File: src/hdl/stl_pkg.sv
// Shared types, character codes and helper functions for the script token lexer.
// No dependencies; used by every module under hdl.
`default_nettype none

package stl_pkg;

    typedef enum logic [2:0] {
        MODE_IDLE    = 3'd0,
        MODE_TAG     = 3'd1,
        MODE_ECHO    = 3'd2,
        MODE_VAR     = 3'd3,
        MODE_NUM     = 3'd4,
        MODE_DISCARD = 3'd5
    } mode_t;

    typedef enum logic [3:0] {
        KIND_EOF        = 4'd0,
        KIND_OPEN_TAG   = 4'd1,
        KIND_ECHO       = 4'd2,
        KIND_VARIABLE   = 4'd3,
        KIND_NUMBER     = 4'd4,
        KIND_EQUAL      = 4'd5,
        KIND_PLUS       = 4'd6,
        KIND_SEMICOLON  = 4'd7,
        KIND_UNEXPECTED = 4'd8,
        KIND_TOO_LONG   = 4'd9
    } kind_t;

    localparam logic [7:0] CH_NUL    = 8'h00;
    localparam logic [7:0] CH_LT     = 8'h3C;
    localparam logic [7:0] CH_QUEST  = 8'h3F;
    localparam logic [7:0] CH_LOW_P  = 8'h70;
    localparam logic [7:0] CH_LOW_H  = 8'h68;
    localparam logic [7:0] CH_LOW_E  = 8'h65;
    localparam logic [7:0] CH_LOW_C  = 8'h63;
    localparam logic [7:0] CH_LOW_O  = 8'h6F;
    localparam logic [7:0] CH_DOLLAR = 8'h24;
    localparam logic [7:0] CH_UNDER  = 8'h5F;
    localparam logic [7:0] CH_EQUAL  = 8'h3D;
    localparam logic [7:0] CH_PLUS   = 8'h2B;
    localparam logic [7:0] CH_SEMI   = 8'h3B;
    localparam logic [7:0] CH_SPACE  = 8'h20;

    localparam logic [2:0] TAG_LEN  = 3'd5;
    localparam logic [2:0] ECHO_LEN = 3'd4;

    localparam int QDEPTH = 4;
    localparam int QPTR_W = $clog2(QDEPTH);
    localparam int QCNT_W = $clog2(QDEPTH + 1);

    typedef struct packed {
        kind_t       kind;
        logic [31:0] start;
        logic [6:0]  length;
        logic [7:0]  offending;
    } result_t;

    typedef struct packed {
        result_t first;
        result_t second;
        logic    two;
    } packet_t;

    typedef struct packed {
        logic full;
        logic empty;
    } q_stat_t;

    function automatic logic is_digit(input logic [7:0] b);
        return (b >= 8'h30) && (b <= 8'h39);
    endfunction

    function automatic logic is_letter(input logic [7:0] b);
        return ((b >= 8'h61) && (b <= 8'h7A)) || ((b >= 8'h41) && (b <= 8'h5A));
    endfunction

    function automatic logic is_space(input logic [7:0] b);
        return (b == CH_SPACE) || ((b >= 8'h09) && (b <= 8'h0D));
    endfunction

    function automatic logic [7:0] kw_char(input mode_t m, input logic [2:0] k);
        logic [7:0] c;
        c = CH_NUL;
        if (m == MODE_TAG) begin
            unique case (k)
                3'd0:    c = CH_LT;
                3'd1:    c = CH_QUEST;
                3'd2:    c = CH_LOW_P;
                3'd3:    c = CH_LOW_H;
                3'd4:    c = CH_LOW_P;
                default: c = CH_NUL;
            endcase
        end else begin
            unique case (k)
                3'd0:    c = CH_LOW_E;
                3'd1:    c = CH_LOW_C;
                3'd2:    c = CH_LOW_H;
                3'd3:    c = CH_LOW_O;
                default: c = CH_NUL;
            endcase
        end
        return c;
    endfunction

    function automatic logic [6:0] sat_len(input logic [7:0] len);
        return (len > 8'd127) ? 7'd127 : len[6:0];
    endfunction

    function automatic result_t make_res(input kind_t k, input logic [31:0] start,
                                         input logic [6:0] len, input logic [7:0] off);
        result_t r;
        r.kind      = k;
        r.start     = start;
        r.length    = len;
        r.offending = off;
        return r;
    endfunction

endpackage

`default_nettype wire

File: src/hdl/stl_front.sv
// Front end of the lexer: takes one source byte a beat, tracks the token in progress
// and pushes the one or two results a byte causes as one packet. Depends on stl_pkg.
`default_nettype none

module stl_front #(
    parameter int MAX_TOKEN_LEN  = 64,
    parameter int POSITION_WIDTH = 32
) (
    input  wire logic             aclk,
    input  wire logic             aresetn,
    input  wire logic             s_valid,
    output logic                  s_ready,
    input  wire logic [7:0]       s_source_byte,
    input  wire stl_pkg::q_stat_t q_stat,
    output logic                  push,
    output stl_pkg::packet_t      push_data
);

    localparam int LW = $clog2(MAX_TOKEN_LEN + 1);
    localparam logic [LW-1:0] MAX_LEN = LW'(MAX_TOKEN_LEN);
    localparam logic [6:0] MAX_LEN_SAT = (MAX_TOKEN_LEN > 127) ? 7'd127 : 7'(MAX_TOKEN_LEN);

    stl_pkg::mode_t            mode_reg, mode_next;
    logic [2:0]                kidx_reg, kidx_next;
    logic [POSITION_WIDTH-1:0] pos_reg, pos_next;
    logic [POSITION_WIDTH-1:0] start_reg, start_next;
    logic [LW-1:0]             len_reg, len_next;

    logic        take;
    logic [7:0]  b;
    logic [63:0] pos_wide, start_wide;
    logic [31:0] p32, start32;
    logic [6:0]  cur_len7;

    logic             idle_emit, idle_begin, idle_eof;
    stl_pkg::mode_t   idle_mode;
    stl_pkg::result_t idle_res;

    logic [7:0] kw_c;
    logic [2:0] kw_len;
    logic       kw_match, kw_done;
    logic       run_cont, run_full;
    stl_pkg::kind_t kw_kind, run_kind;

    logic             v0, v1, rearm;
    stl_pkg::result_t r0, r1;

    assign s_ready    = !q_stat.full;
    assign take       = s_valid && s_ready;
    assign b          = s_source_byte;
    assign pos_wide   = 64'(pos_reg);
    assign start_wide = 64'(start_reg);
    assign p32        = pos_wide[31:0];
    assign start32    = start_wide[31:0];
    assign cur_len7   = stl_pkg::sat_len(8'(len_reg));

    always_comb begin
        idle_emit  = 1'b0;
        idle_begin = 1'b0;
        idle_eof   = 1'b0;
        idle_mode  = stl_pkg::MODE_IDLE;
        idle_res   = stl_pkg::make_res(stl_pkg::KIND_EOF, p32, 7'd0, stl_pkg::CH_NUL);
        priority if (b == stl_pkg::CH_NUL) begin
            idle_emit = 1'b1;
            idle_eof  = 1'b1;
        end else if (stl_pkg::is_space(b)) begin
            idle_mode = stl_pkg::MODE_IDLE;
        end else if (b == stl_pkg::CH_LT) begin
            idle_begin = 1'b1;
            idle_mode  = stl_pkg::MODE_TAG;
        end else if (b == stl_pkg::CH_LOW_E) begin
            idle_begin = 1'b1;
            idle_mode  = stl_pkg::MODE_ECHO;
        end else if (b == stl_pkg::CH_DOLLAR) begin
            idle_begin = 1'b1;
            idle_mode  = stl_pkg::MODE_VAR;
        end else if (stl_pkg::is_digit(b)) begin
            idle_begin = 1'b1;
            idle_mode  = stl_pkg::MODE_NUM;
        end else if (b == stl_pkg::CH_EQUAL) begin
            idle_emit = 1'b1;
            idle_res  = stl_pkg::make_res(stl_pkg::KIND_EQUAL, p32, 7'd1, stl_pkg::CH_NUL);
        end else if (b == stl_pkg::CH_PLUS) begin
            idle_emit = 1'b1;
            idle_res  = stl_pkg::make_res(stl_pkg::KIND_PLUS, p32, 7'd1, stl_pkg::CH_NUL);
        end else if (b == stl_pkg::CH_SEMI) begin
            idle_emit = 1'b1;
            idle_res  = stl_pkg::make_res(stl_pkg::KIND_SEMICOLON, p32, 7'd1,
                                          stl_pkg::CH_NUL);
        end else begin
            idle_emit = 1'b1;
            idle_mode = stl_pkg::MODE_DISCARD;
            idle_res  = stl_pkg::make_res(stl_pkg::KIND_UNEXPECTED, p32, 7'd1, b);
        end
    end

    always_comb begin
        kw_c     = stl_pkg::kw_char(mode_reg, kidx_reg);
        kw_len   = (mode_reg == stl_pkg::MODE_TAG) ? stl_pkg::TAG_LEN : stl_pkg::ECHO_LEN;
        kw_kind  = (mode_reg == stl_pkg::MODE_TAG) ? stl_pkg::KIND_OPEN_TAG
                                                   : stl_pkg::KIND_ECHO;
        kw_match = (kidx_reg < kw_len) && (b == kw_c);
        kw_done  = (kidx_reg + 3'd1) == kw_len;
        run_kind = (mode_reg == stl_pkg::MODE_VAR) ? stl_pkg::KIND_VARIABLE
                                                   : stl_pkg::KIND_NUMBER;
        run_cont = (mode_reg == stl_pkg::MODE_VAR)
                 ? (stl_pkg::is_letter(b) || stl_pkg::is_digit(b) || b == stl_pkg::CH_UNDER)
                 : stl_pkg::is_digit(b);
        run_full = len_reg >= MAX_LEN;
    end

    // next mode
    always_comb begin
        mode_next = mode_reg;
        unique case (mode_reg)
            stl_pkg::MODE_TAG, stl_pkg::MODE_ECHO: begin
                if (kw_match) begin
                    if (kw_done) mode_next = stl_pkg::MODE_IDLE;
                end else if (b == stl_pkg::CH_NUL) begin
                    mode_next = stl_pkg::MODE_IDLE;
                end else begin
                    mode_next = stl_pkg::MODE_DISCARD;
                end
            end
            stl_pkg::MODE_VAR, stl_pkg::MODE_NUM: begin
                if (run_cont) begin
                    if (run_full) mode_next = stl_pkg::MODE_DISCARD;
                end else begin
                    mode_next = idle_mode;
                end
            end
            stl_pkg::MODE_DISCARD: begin
                if (b == stl_pkg::CH_NUL) mode_next = stl_pkg::MODE_IDLE;
            end
            default: mode_next = idle_mode;
        endcase
    end

    // results and token registers
    always_comb begin
        v0         = 1'b0;
        v1         = 1'b0;
        rearm      = 1'b0;
        r0         = idle_res;
        r1         = idle_res;
        kidx_next  = kidx_reg;
        start_next = start_reg;
        len_next   = len_reg;
        unique case (mode_reg)
            stl_pkg::MODE_TAG, stl_pkg::MODE_ECHO: begin
                if (kw_match) begin
                    kidx_next = kidx_reg + 3'd1;
                    len_next  = len_reg + LW'(1);
                    if (kw_done) begin
                        kidx_next = 3'd0;
                        v0        = 1'b1;
                        r0        = stl_pkg::make_res(kw_kind, start32, 7'(kw_len),
                                                      stl_pkg::CH_NUL);
                    end
                end else begin
                    kidx_next = 3'd0;
                    v0        = 1'b1;
                    r0        = stl_pkg::make_res(stl_pkg::KIND_UNEXPECTED, start32, cur_len7,
                                                  stl_pkg::kw_char(mode_reg, 3'd0));
                    if (b == stl_pkg::CH_NUL) begin
                        v1    = 1'b1;
                        r1    = stl_pkg::make_res(stl_pkg::KIND_EOF, p32, 7'd0,
                                                  stl_pkg::CH_NUL);
                        rearm = 1'b1;
                    end
                end
            end
            stl_pkg::MODE_VAR, stl_pkg::MODE_NUM: begin
                if (run_cont) begin
                    if (run_full) begin
                        v0 = 1'b1;
                        r0 = stl_pkg::make_res(stl_pkg::KIND_TOO_LONG, start32, MAX_LEN_SAT,
                                               stl_pkg::CH_NUL);
                    end else begin
                        len_next = len_reg + LW'(1);
                    end
                end else begin
                    v0 = 1'b1;
                    r0 = stl_pkg::make_res(run_kind, start32, cur_len7, stl_pkg::CH_NUL);
                    v1 = idle_emit;
                    r1 = idle_res;
                    rearm = idle_eof;
                    if (idle_eof) kidx_next = 3'd0;
                    if (idle_begin) begin
                        kidx_next  = 3'd1;
                        start_next = pos_reg;
                        len_next   = LW'(1);
                    end
                end
            end
            stl_pkg::MODE_DISCARD: begin
                if (b == stl_pkg::CH_NUL) begin
                    v0        = 1'b1;
                    r0        = stl_pkg::make_res(stl_pkg::KIND_EOF, p32, 7'd0,
                                                  stl_pkg::CH_NUL);
                    rearm     = 1'b1;
                    kidx_next = 3'd0;
                end
            end
            default: begin
                v0    = idle_emit;
                r0    = idle_res;
                rearm = idle_eof;
                if (idle_eof) kidx_next = 3'd0;
                if (idle_begin) begin
                    kidx_next  = 3'd1;
                    start_next = pos_reg;
                    len_next   = LW'(1);
                end
            end
        endcase
        pos_next = rearm ? '0 : pos_reg + POSITION_WIDTH'(1);
    end

    assign push             = take && v0;
    assign push_data.first  = r0;
    assign push_data.second = r1;
    assign push_data.two    = v1;

    always_ff @(posedge aclk) begin
        if (!aresetn) begin
            mode_reg  <= stl_pkg::MODE_IDLE;
            kidx_reg  <= 3'd0;
            pos_reg   <= '0;
            start_reg <= '0;
            len_reg   <= '0;
        end else if (take) begin
            mode_reg  <= mode_next;
            kidx_reg  <= kidx_next;
            pos_reg   <= pos_next;
            start_reg <= start_next;
            len_reg   <= len_next;
        end
    end

endmodule

`default_nettype wire

File: src/hdl/stl_queue.sv
// Short packet queue between the lexer front end and the result serialiser.
// Depends on stl_pkg for the packet and status types.
`default_nettype none

module stl_queue (
    input  wire logic             aclk,
    input  wire logic             aresetn,
    input  wire logic             push,
    input  wire stl_pkg::packet_t push_data,
    input  wire logic             pop,
    output stl_pkg::packet_t      pop_data,
    output stl_pkg::q_stat_t      q_stat
);

    stl_pkg::packet_t                entries_reg [stl_pkg::QDEPTH];
    logic [stl_pkg::QPTR_W-1:0]      wr_ptr_reg, rd_ptr_reg;
    logic [stl_pkg::QCNT_W-1:0]      count_reg, count_next;

    assign q_stat.full  = count_reg == stl_pkg::QCNT_W'(stl_pkg::QDEPTH);
    assign q_stat.empty = count_reg == '0;
    assign pop_data     = entries_reg[rd_ptr_reg];

    always_comb begin
        count_next = count_reg;
        if (push && !pop) count_next = count_reg + stl_pkg::QCNT_W'(1);
        if (pop && !push) count_next = count_reg - stl_pkg::QCNT_W'(1);
    end

    always_ff @(posedge aclk) begin
        if (push) entries_reg[wr_ptr_reg] <= push_data;
    end

    always_ff @(posedge aclk) begin
        if (!aresetn) begin
            wr_ptr_reg <= '0;
            rd_ptr_reg <= '0;
            count_reg  <= '0;
        end else begin
            if (push) wr_ptr_reg <= wr_ptr_reg + stl_pkg::QPTR_W'(1);
            if (pop)  rd_ptr_reg <= rd_ptr_reg + stl_pkg::QPTR_W'(1);
            count_reg <= count_next;
        end
    end

endmodule

`default_nettype wire

File: src/hdl/stl_back.sv
// Result serialiser: unpacks queued packets into single result beats from an output
// register and marks the last result of each source byte. Depends on stl_pkg.
`default_nettype none

module stl_back (
    input  wire logic             aclk,
    input  wire logic             aresetn,
    input  wire stl_pkg::q_stat_t q_stat,
    input  wire stl_pkg::packet_t pop_data,
    output logic                  pop,
    output logic                  m_valid,
    input  wire logic             m_ready,
    output logic [3:0]            m_token_kind,
    output logic [31:0]           m_token_start,
    output logic [6:0]            m_token_length,
    output logic [7:0]            m_offending_byte,
    output logic                  m_last_of_run
);

    stl_pkg::packet_t hold_reg;
    logic             valid_reg;
    logic             second_reg;
    logic             last;
    stl_pkg::result_t cur;

    assign last = second_reg || !hold_reg.two;
    assign cur  = second_reg ? hold_reg.second : hold_reg.first;
    assign pop  = !q_stat.empty && (!valid_reg || (m_ready && last));

    assign m_valid          = valid_reg;
    assign m_token_kind     = cur.kind;
    assign m_token_start    = cur.start;
    assign m_token_length   = cur.length;
    assign m_offending_byte = cur.offending;
    assign m_last_of_run    = last;

    always_ff @(posedge aclk) begin
        if (pop) hold_reg <= pop_data;
    end

    always_ff @(posedge aclk) begin
        if (!aresetn) begin
            valid_reg  <= 1'b0;
            second_reg <= 1'b0;
        end else if (pop) begin
            valid_reg  <= 1'b1;
            second_reg <= 1'b0;
        end else if (valid_reg && m_ready) begin
            if (last) begin
                valid_reg  <= 1'b0;
                second_reg <= 1'b0;
            end else begin
                second_reg <= 1'b1;
            end
        end
    end

endmodule

`default_nettype wire

File: src/hdl/script_token_lexer_unit.sv
// Top level of the script token lexer: front end, packet queue and result serialiser.
// Depends on stl_pkg, stl_front, stl_queue and stl_back.
//
//  channel  | ports                                            | carries
//  ---------+--------------------------------------------------+-----------------------
//  input    | s_valid s_ready s_source_byte                    | one source byte a beat
//  result   | m_valid m_ready m_token_kind m_token_start       | one token result a beat
//           | m_token_length m_offending_byte m_last_of_run    |
//
// A byte is taken every cycle while the four-packet queue has room; its results are written
// into the queue and then popped from it into the output register.
// A byte that ends a token and is itself a one-byte token, an error or the zero byte
// gives two results, which leave the result port one after the other; the queue absorbs
// short bursts of such bytes.
// Reset returns the lexer to idle at offset zero and empties the queue.
// A stalled result port fills the queue and then holds s_ready low.
`default_nettype none

module script_token_lexer_unit #(
    parameter int MAX_TOKEN_LEN  = 64,
    parameter int POSITION_WIDTH = 32
) (
    input  wire logic        aclk,
    input  wire logic        aresetn,
    input  wire logic        s_valid,
    output logic             s_ready,
    input  wire logic [7:0]  s_source_byte,
    output logic             m_valid,
    input  wire logic        m_ready,
    output logic [3:0]       m_token_kind,
    output logic [31:0]      m_token_start,
    output logic [6:0]       m_token_length,
    output logic [7:0]       m_offending_byte,
    output logic             m_last_of_run
);

    stl_pkg::q_stat_t q_stat;
    stl_pkg::packet_t push_data, pop_data;
    logic             push, pop;

    stl_front #(
        .MAX_TOKEN_LEN  (MAX_TOKEN_LEN),
        .POSITION_WIDTH (POSITION_WIDTH)
    ) u_front (
        .aclk          (aclk),
        .aresetn       (aresetn),
        .s_valid       (s_valid),
        .s_ready       (s_ready),
        .s_source_byte (s_source_byte),
        .q_stat        (q_stat),
        .push          (push),
        .push_data     (push_data)
    );

    stl_queue u_queue (
        .aclk      (aclk),
        .aresetn   (aresetn),
        .push      (push),
        .push_data (push_data),
        .pop       (pop),
        .pop_data  (pop_data),
        .q_stat    (q_stat)
    );

    stl_back u_back (
        .aclk             (aclk),
        .aresetn          (aresetn),
        .q_stat           (q_stat),
        .pop_data         (pop_data),
        .pop              (pop),
        .m_valid          (m_valid),
        .m_ready          (m_ready),
        .m_token_kind     (m_token_kind),
        .m_token_start    (m_token_start),
        .m_token_length   (m_token_length),
        .m_offending_byte (m_offending_byte),
        .m_last_of_run    (m_last_of_run)
    );

    a_eof_shape: assert property (@(posedge aclk) disable iff (!aresetn)
        m_valid && m_token_kind == 4'(stl_pkg::KIND_EOF)
        |-> m_token_length == 7'd0 && m_last_of_run)
        else $error("eof result with nonzero length or not last of run");

    a_offending_only_unexpected: assert property (@(posedge aclk) disable iff (!aresetn)
        m_valid && m_token_kind != 4'(stl_pkg::KIND_UNEXPECTED)
        |-> m_offending_byte == 8'd0)
        else $error("offending byte set on a result that is not unexpected");

    a_token_length_nonzero: assert property (@(posedge aclk) disable iff (!aresetn)
        m_valid && m_token_kind != 4'(stl_pkg::KIND_EOF)
        |-> m_token_length != 7'd0)
        else $error("token result with zero length");

    a_ready_drops_only_when_stalled: assert property (@(posedge aclk) disable iff (!aresetn)
        $fell(s_ready) |-> $past(m_valid) && !($past(m_ready) && $past(m_last_of_run)))
        else $error("input stalled while the result port was draining");

endmodule

`default_nettype wire

File: config.mk
export PLATFORM = sky130hd
export DESIGN_NAME = script_token_lexer_unit
export DESIGN_NICKNAME = d
export VERILOG_FILES = /design/src/hdl/stl_pkg.sv /design/src/hdl/stl_front.sv /design/src/hdl/stl_queue.sv /design/src/hdl/stl_back.sv /design/src/hdl/script_token_lexer_unit.sv
export SDC_FILE = /design/constraint.sdc
export NUM_CORES = 1
export LEC_CHECK = 0
export ABC_CLOCK_PERIOD_IN_PS = 16400
export BUFFER_PORTS_ARGS = -buffer_cell sky130_fd_sc_hd__buf_2
export CAP_MARGIN = 10
export CORE_MARGIN = 3
export CORE_UTILIZATION = 55
export CTS_CLUSTER_DIAMETER = 60
export DETAILED_ROUTE_END_ITERATION = 8
export HOLD_SLACK_MARGIN = 0.08
export PLACE_DENSITY = 0.72
export SYNTH_ARGS = -nofsm -noshare
export SYNTH_HDL_FRONTEND = slang
export SYNTH_SLANG_ARGS = --single-unit
export TNS_END_PERCENT = 1
File: constraint.sdc
create_clock -name aclk -period 16.4 [get_ports aclk]
set_input_delay 2.46 -clock aclk [delete_from_list [all_inputs] [get_ports aclk]]
set_output_delay 2.46 -clock aclk [all_outputs]
set_load 0.02 [all_outputs]
After elaboration in Yosys (flattened, before gate mapping) --
Memory sizes are Yosys's and may differ from the RTL's. A register that Yosys moved wholly into a read port is not among the register bits. Cells that the tools add are included.
Storage, ports and cells: register bits after elaboration 86, memory bits (writable) 412, input port bits 12, output and inout bits 54, word-level logic and storage cells 185, memories 1
Operators by class: add/sub/neg operators 7, order comparisons 10, equality and inequality tests 26, mux-type cells 88, bitwise operators 3, reductions and logical operators 40
Memories:
- u_queue.entries_reg | words 4, bits a word 103, read ports 1, clocked after memory_dff 1, wr ports 1, line stl_queue.sv:15 | stl_pkg::packet_t entries_reg [stl_pkg::QDEPTH];
Operator list (number):
- 51-bit two-way mux | 17
- 51-bit one-hot mux with 3 select lines | 1
- 32-bit two-way mux | 3
- 3-bit two-way mux | 23
- 32-bit one-hot mux with 2 select lines | 1
- 7-bit one-hot mux with 4 select lines | 2
- 8-bit by 6-bit equality test with 1-bit output, second input constant | 6
- 7-bit two-way mux | 5
- 32-bit by 1-bit adder with 32-bit output, second input constant | 1
- 1-bit two-way mux | 28
- 7-bit one-hot mux with 3 select lines | 1
- 3-bit one-hot mux with 3 select lines | 2
- 8-bit by 7-bit equality test with 1-bit output, second input constant | 2
- 8-bit by 7-bit >= comparator with 1-bit output, second input constant | 2
- 8-bit by 7-bit <= comparator with 1-bit output, second input constant | 2
- 3-bit by 2-bit equality test with 1-bit output, second input constant | 4
- 3-bit equality test, second input constant | 4
- 1-bit logical AND | 12
- 3-bit != test, second input constant | 3
- 8-bit equality test | 1
- 8-bit by 4-bit >= comparator with 1-bit output, second input constant | 1
- 8-bit by 6-bit >= comparator with 1-bit output, second input constant | 1
- 8-bit by 4-bit <= comparator with 1-bit output, second input constant | 1
- 8-bit by 6-bit <= comparator with 1-bit output, second input constant | 1
- 25 further kinds | 50

Longest topological paths before layout --
depth in word-level cells 13, gate-level depth with buffers 19, mapped depth without buffers 16

Modules after synthesis --
From an unflattened synthesis, not the netlist that was laid out.
Second synthesis, totals: cell total of the unflattened synthesis 1466, area total of the unflattened synthesis 24443.4 µm²
Modules (own cells, without submodules):
- stl_queue | times used 1, cells each 584, area each 15387.3 µm²
- stl_front | times used 1, cells each 710, area each 4992.3 µm²
- stl_back | times used 1, cells each 172, area each 4063.9 µm²

Worst setup path before layout --
No wires, ideal clock.
kind input port to flip-flop, start in m_ready, end reg u_queue.count_reg[2] (netlist bit), setup time 0.076 ns, data arrival time 9.159 ns, required time 16.324 ns, slack 7.166 ns, cell stages on the path 8, cell sequence nand2_1 -> a21oi_1 -> ha_1 -> inv_1 -> fa_1 -> xor2_1 -> or3_1 -> a21boi_0
Between the ends: word-level cells in the longest chain between the ends 6, elaborated cells between the ends (all ways) 8, classes of those cells mux: 1; reduce/logical: 7
RTL lines:
- from (decl) | line script_token_lexer_unit.sv:29 | input wire logic m_ready,
- 1-bit logical AND (*) | line stl_back.sv:28 | assign pop = !q_stat.empty && (!valid_reg || (m_ready && last));
- 1-bit logical OR (*) | line stl_back.sv:28
- 1-bit logical AND (*) | line stl_back.sv:28
- net pop | line script_token_lexer_unit.sv:39 | logic push, pop;
- 1-bit logical NOT | line stl_queue.sv:25 | if (push && !pop) count_next = count_reg + stl_pkg::QCNT_W'(1);
- 1-bit logical AND | line stl_queue.sv:25
- 2-bit nonzero test (no line)
- to (signal assigned) | line stl_queue.sv:41 | count_reg <= count_next;
- to (decl) | line stl_queue.sv:17 | logic [stl_pkg::QCNT_W-1:0] count_reg, count_next;
The timed path passes the listed nets; every way through them passes the cells marked *. A chain may end at the register's enable or synchronous reset.

Worst setup path after layout --
start in s_source_byte[1], end mem u_queue.entries_reg[0][65] (netlist bit), enable pin
Between the ends: word-level cells in the longest chain between the ends 12, elaborated cells between the ends (all ways) 38, classes of those cells order compare: 8; eq/ne: 6; mux: 13; reduce/logical: 11
RTL lines:
- from (decl) | line script_token_lexer_unit.sv:27 | input wire logic [7:0] s_source_byte,
- 8-bit by 6-bit >= comparator with 1-bit output / 8-bit by 6-bit <= comparator with 1-bit output (equally long branches) | line stl_pkg.sv:70 | return (b >= 8'h30) && (b <= 8'h39);
- 1-bit logical AND | line stl_pkg.sv:70
- 1-bit two-way mux | line stl_front.sv:77 | end else if (stl_pkg::is_digit(b)) begin
- 1-bit two-way mux | line stl_front.sv:74 | end else if (b == stl_pkg::CH_DOLLAR) begin
- 1-bit two-way mux | line stl_front.sv:71 | end else if (b == stl_pkg::CH_LOW_E) begin
- 1-bit two-way mux | line stl_front.sv:68 | end else if (b == stl_pkg::CH_LT) begin
- 1-bit two-way mux | line stl_front.sv:66 | end else if (stl_pkg::is_space(b)) begin
- 1-bit two-way mux | line stl_front.sv:63 | priority if (b == stl_pkg::CH_NUL) begin
- 1-bit one-hot mux with 3 select lines (*) | line stl_front.sv:149 | unique case (mode_reg)
- 1-bit logical AND (*) | line stl_front.sv:220 | assign push = take && v0;
- 1-bit two-way mux (*) | line stl_queue.sv:30 | if (push) entries_reg[wr_ptr_reg] <= push_data;
- 1-bit two-way mux (implied by the code) (*) | line stl_queue.sv:30
- to (decl) | line stl_queue.sv:15
Mark *: on every way between the ends. The rest lies on a longest branch, timed or not.

==> impl_metrics.py <==
metrics = {
    "route": {
        "detail-route-antenna-nets": 0,
        "routedWlPerCell_um": 22.0,
        "routed_via_density": 5.92,
        "vias": 12000,
        "drt-initial-drc-count": 1016,
        "drt-total-wl_um": 44500,
        "drc_errors": 0,
        "drtPass1Iterations": 5,
    },
    "placed_design": {
        "dp_cells": 1918,
        "port_buffers": 65,
        "gp_congestion": 0.875,
        "hpwl_um": 25600,
        "place_area_um2": 23800,
    },
    "global_route": {
        "grt_use_total_pct": 20.6,
        "grt_pass1_wl_um": 70200,
        "grt-ovfl-total": 0,
        "grt_start_max_net_pins": 58,
        "antenna_found_initial": 0,
        "grt_pass1_vias": 12100,
    },
    "timing": {
        "max_freq_mhz": 163,
        "slew_headroom_pct": 32.1,
        "grt_setup_unrepaired": "no",
        "holdWs_ps": 461,
        "worstMarginPinSlew_ps": 1010,
        "slew_violations": 0,
        "final.setup.tns_ps": 0,
        "skew_ps": 20.2,
        "final_hold_viol_count": 0,
        "setup_violations": 0,
        "fin_crit_ps": 6140,
        "fin_crit_sh_pct": 37.5,
    },
    "synth": {
        "synth_seq_cells": 571,
        "dominantRegCellSynth": "edfxtp_1",
        "synth-edff-count": 485,
        "synth_most_common_cell": "edfxtp_1",
        "syn_avg_cell_area_um2": 16.6,
        "synth_area_leaders": "edfxtp_1 63%, mux4_2 9.5%, dfxtp_1 7.5%, mux2_2 3.1%, nand2_1 2.0%",
        "syn_nets": 1411,
        "syn-cell-area_um2": 23000,
        "synthArstFlopShare_pct": 0,
        "synth_cell_types": 74,
        "postSynthCellCount": 1384,
        "ys_seq_area_share_pct": 70.9,
        "yosysWarnings": 0,
        "synth.top_cell.area_share_pct": 63.4,
        "synth_area_leader_cell": "edfxtp_1",
        "netlist_top_cells_count": "485 x edfxtp_1, 120 x nand2_1, 97 x mux4_2",
    },
    "pwr": {
        "p_total_uw": 4210,
        "sequentialPowerShare_pct": 47.6,
        "power_leakage_uw": 0.00851,
        "switchingPower_uw": 1150,
        "p_int_uw": 3050,
        "pwr-share-comb_pct": 22.0,
        "sw_frac_of_total_pct": 27.4,
        "power_density_nw_per_um2": 164,
        "p_clk_share_pct": 30.4,
        "vdd_ir_drop_max_v": 0.000149,
    },
    "floorplan": {
        "rows": 74,
        "start_util_pct": 56.0,
        "placeableCoreArea_um2": 41000,
        "die_area_um2": 44300,
        "io_pins": 66,
        "die-height_um": 210,
        "die_x_um": 210,
    },
    "layout": {
        "largest_register_ffs": 388,
        "final_nets": 1470,
        "drive_gt1_share_pct": 23.0,
        "fin_cells": 2021,
        "antenna_cells": 0,
        "syn_to_final_growth_pct": 11.6,
        "finalInstanceArea_um2": 25600,
    },
    "critical_path": {
        "cp_slowest_cell": "and2_4",
        "cp_max_fo": 53,
        "required_ps": 16620,
        "end_kind": "register",
        "path_cells": "buf_2 -> nor4_1 -> a2111oi_0 -> a211oi_1 -> nor3_1 -> a21oi_1 -> o21ai_2 -> a21oi_1 -> and2_4 -> buf_4",
        "start_kind": "primary input",
        "r2r_slack_ps": 10450,
        "crit_family": "compound AO/OA/AOI/OAI gates",
        "max_stage_delay_ps": 870,
        "r2r_end": "u_queue.entries_reg[0][65]$_DFFE_PP_",
        "path_buf_inv": 2,
        "cpMostUsedCell": "a21oi_1",
        "arrival_ps": 6360,
        "crit_type": "primary input to register",
        "reg2reg_depth": 11,
        "rr_startpoint": "u_front.mode_reg[1]$_SDFFE_PN0P_",
    },
    "clock_tree": {
        "clock_sinks": 571,
        "cts_setup_buffers": 0,
        "numCtsBuffers": 55,
        "clk_latency_ps": 590,
        "cts_root_buf": "clkbuf_16",
        "ctsResizeCount": 0,
        "cts_tree": "done",
        "clk_pin_slew_worst_paths_ps": 60,
        "cts_hold_buf": 0,
        "cts_max_level": 2,
        "clock_path_buffers": 3,
    },
    "worst_hold_path": {
        "hold_start": "u_front.start32[28]$_SDFFE_PN0P_",
        "min_delay_path_depth": 2,
        "hold_end": "u_front.start32[28]$_SDFFE_PN0P_",
        "hp-class": "register to register",
    },
    "job": {
        "drv_cap": 0,
    },
    "status": {
        "status": "finished clean",
    },
}
==> power by group through the flow <==
stage	Sequential [uW]	Combinational, uW	Clock (uW)
floorplan	2010	699	0
global placement	2030	933	0
detailed placement	2040	946	0
CTS	2010	949	1300
global route	2030	1000	1360
finish	2000	924	1280
==> layer usage <==
metal / global-route usage [%] / vias up / part of all wire (%)
met5: 0 / - / 0
met1: 29.7 / 6146 / 43
li1: - / 5430 / -
met3: 3.60 / 56 / 5.4
met2: 33.5 / 325 / 49
met4: 5.03 / 0 / 1.9
==> cell type report <==
cell class | instances | area, um^2
sequential | 571 | 16300
fill | 2896 | 15400
multi-input combinational | 701 | 6260
clock buffer | 77 | 1540
tap | 532 | 666
timing repair buffer | 82 | 453
clock inverter | 26 | 307
inverter | 32 | 120
==> kinds of logic after synthesis <==
kind of cell	Yosys count	synth area share, %
XOR/XNOR	40	1.52
multiplexers	179	13.5
adder cells (fa/ha/maj)	15	0.849
AND/OR/NAND/NOR	321	6.73
buffers and inverters	112	2.06
flip-flops	571	70.9
AO/OA/AOI/OAI	146	4.47
==> metrics by stage <==
step	worst slack [ps]	utilization, %
final	10260	62.5
after global routing	9970	62.5
after CTS	10270	62.5
after detailed placement	9650	58.0
after global placement	9700	58.0
after floorplan	7170	-
==> worst reg2reg max path, delay by kind of cell, from the launching register on <==
family	cells	cell delay, ps
AO/OA/AOI/OAI	4	980
buffers and inverters	2	1160
flip-flops	1	860
adder cells (fa/ha/maj)	1	340
AND/OR/NAND/NOR	4	2210
==> cell usage in the layout, fill, tap and decap left out, types with 7 or more instances in the layout <==
cell,netlist,layout
xor2_1,21,21
a21oi_1,23,22
and2_1,18,14
nand4_1,11,11
inv_1,31,31
ha_1,14,14
o21ai_0,24,24
buf_2,5,65
nand2_1,120,120
edfxtp_1,485,485
nand3_1,21,21
nor3_1,12,11
and3_1,11,11
clkinv_1,1,11
dfxtp_1,86,83
mux4_2,97,97
nand2b_1,11,11
clkbuf_1,59,16
a31oi_1,8,8
clkinv_2,0,7
bufinv_16,0,7
nor2_1,67,67
mux2_1,9,9
a21boi_0,37,37
xnor2_1,19,19
nor2b_1,20,20
clkbuf_16,0,57
buf_4,0,17
mux2i_1,8,8
mux2_2,64,64
==> worst max-delay path by stage <==
| stage | cells past startpoint | start | slack (ps) | end |
|---|---|---|---|---|
| final | 10 | s_source_byte[1] | 10260 | u_queue.entries_reg[0][65]$_DFFE_PP_ |
| after global routing | 10 | s_source_byte[1] | 9970 | u_queue.entries_reg[0][63]$_DFFE_PP_ |
| after CTS | 10 | s_source_byte[1] | 10270 | u_queue.entries_reg[0][6]$_DFFE_PP_ |
| after detailed placement | 10 | s_source_byte[1] | 9650 | u_queue.entries_reg[0][51]$_DFFE_PP_ |
| after global placement | 10 | s_source_byte[1] | 9700 | u_queue.entries_reg[0][5]$_DFFE_PP_ |
| after floorplan | 8 | m_ready | 7170 | u_queue.count_reg[2]$_SDFFE_PN0P_ |
(Power assumes the default switching activity.)
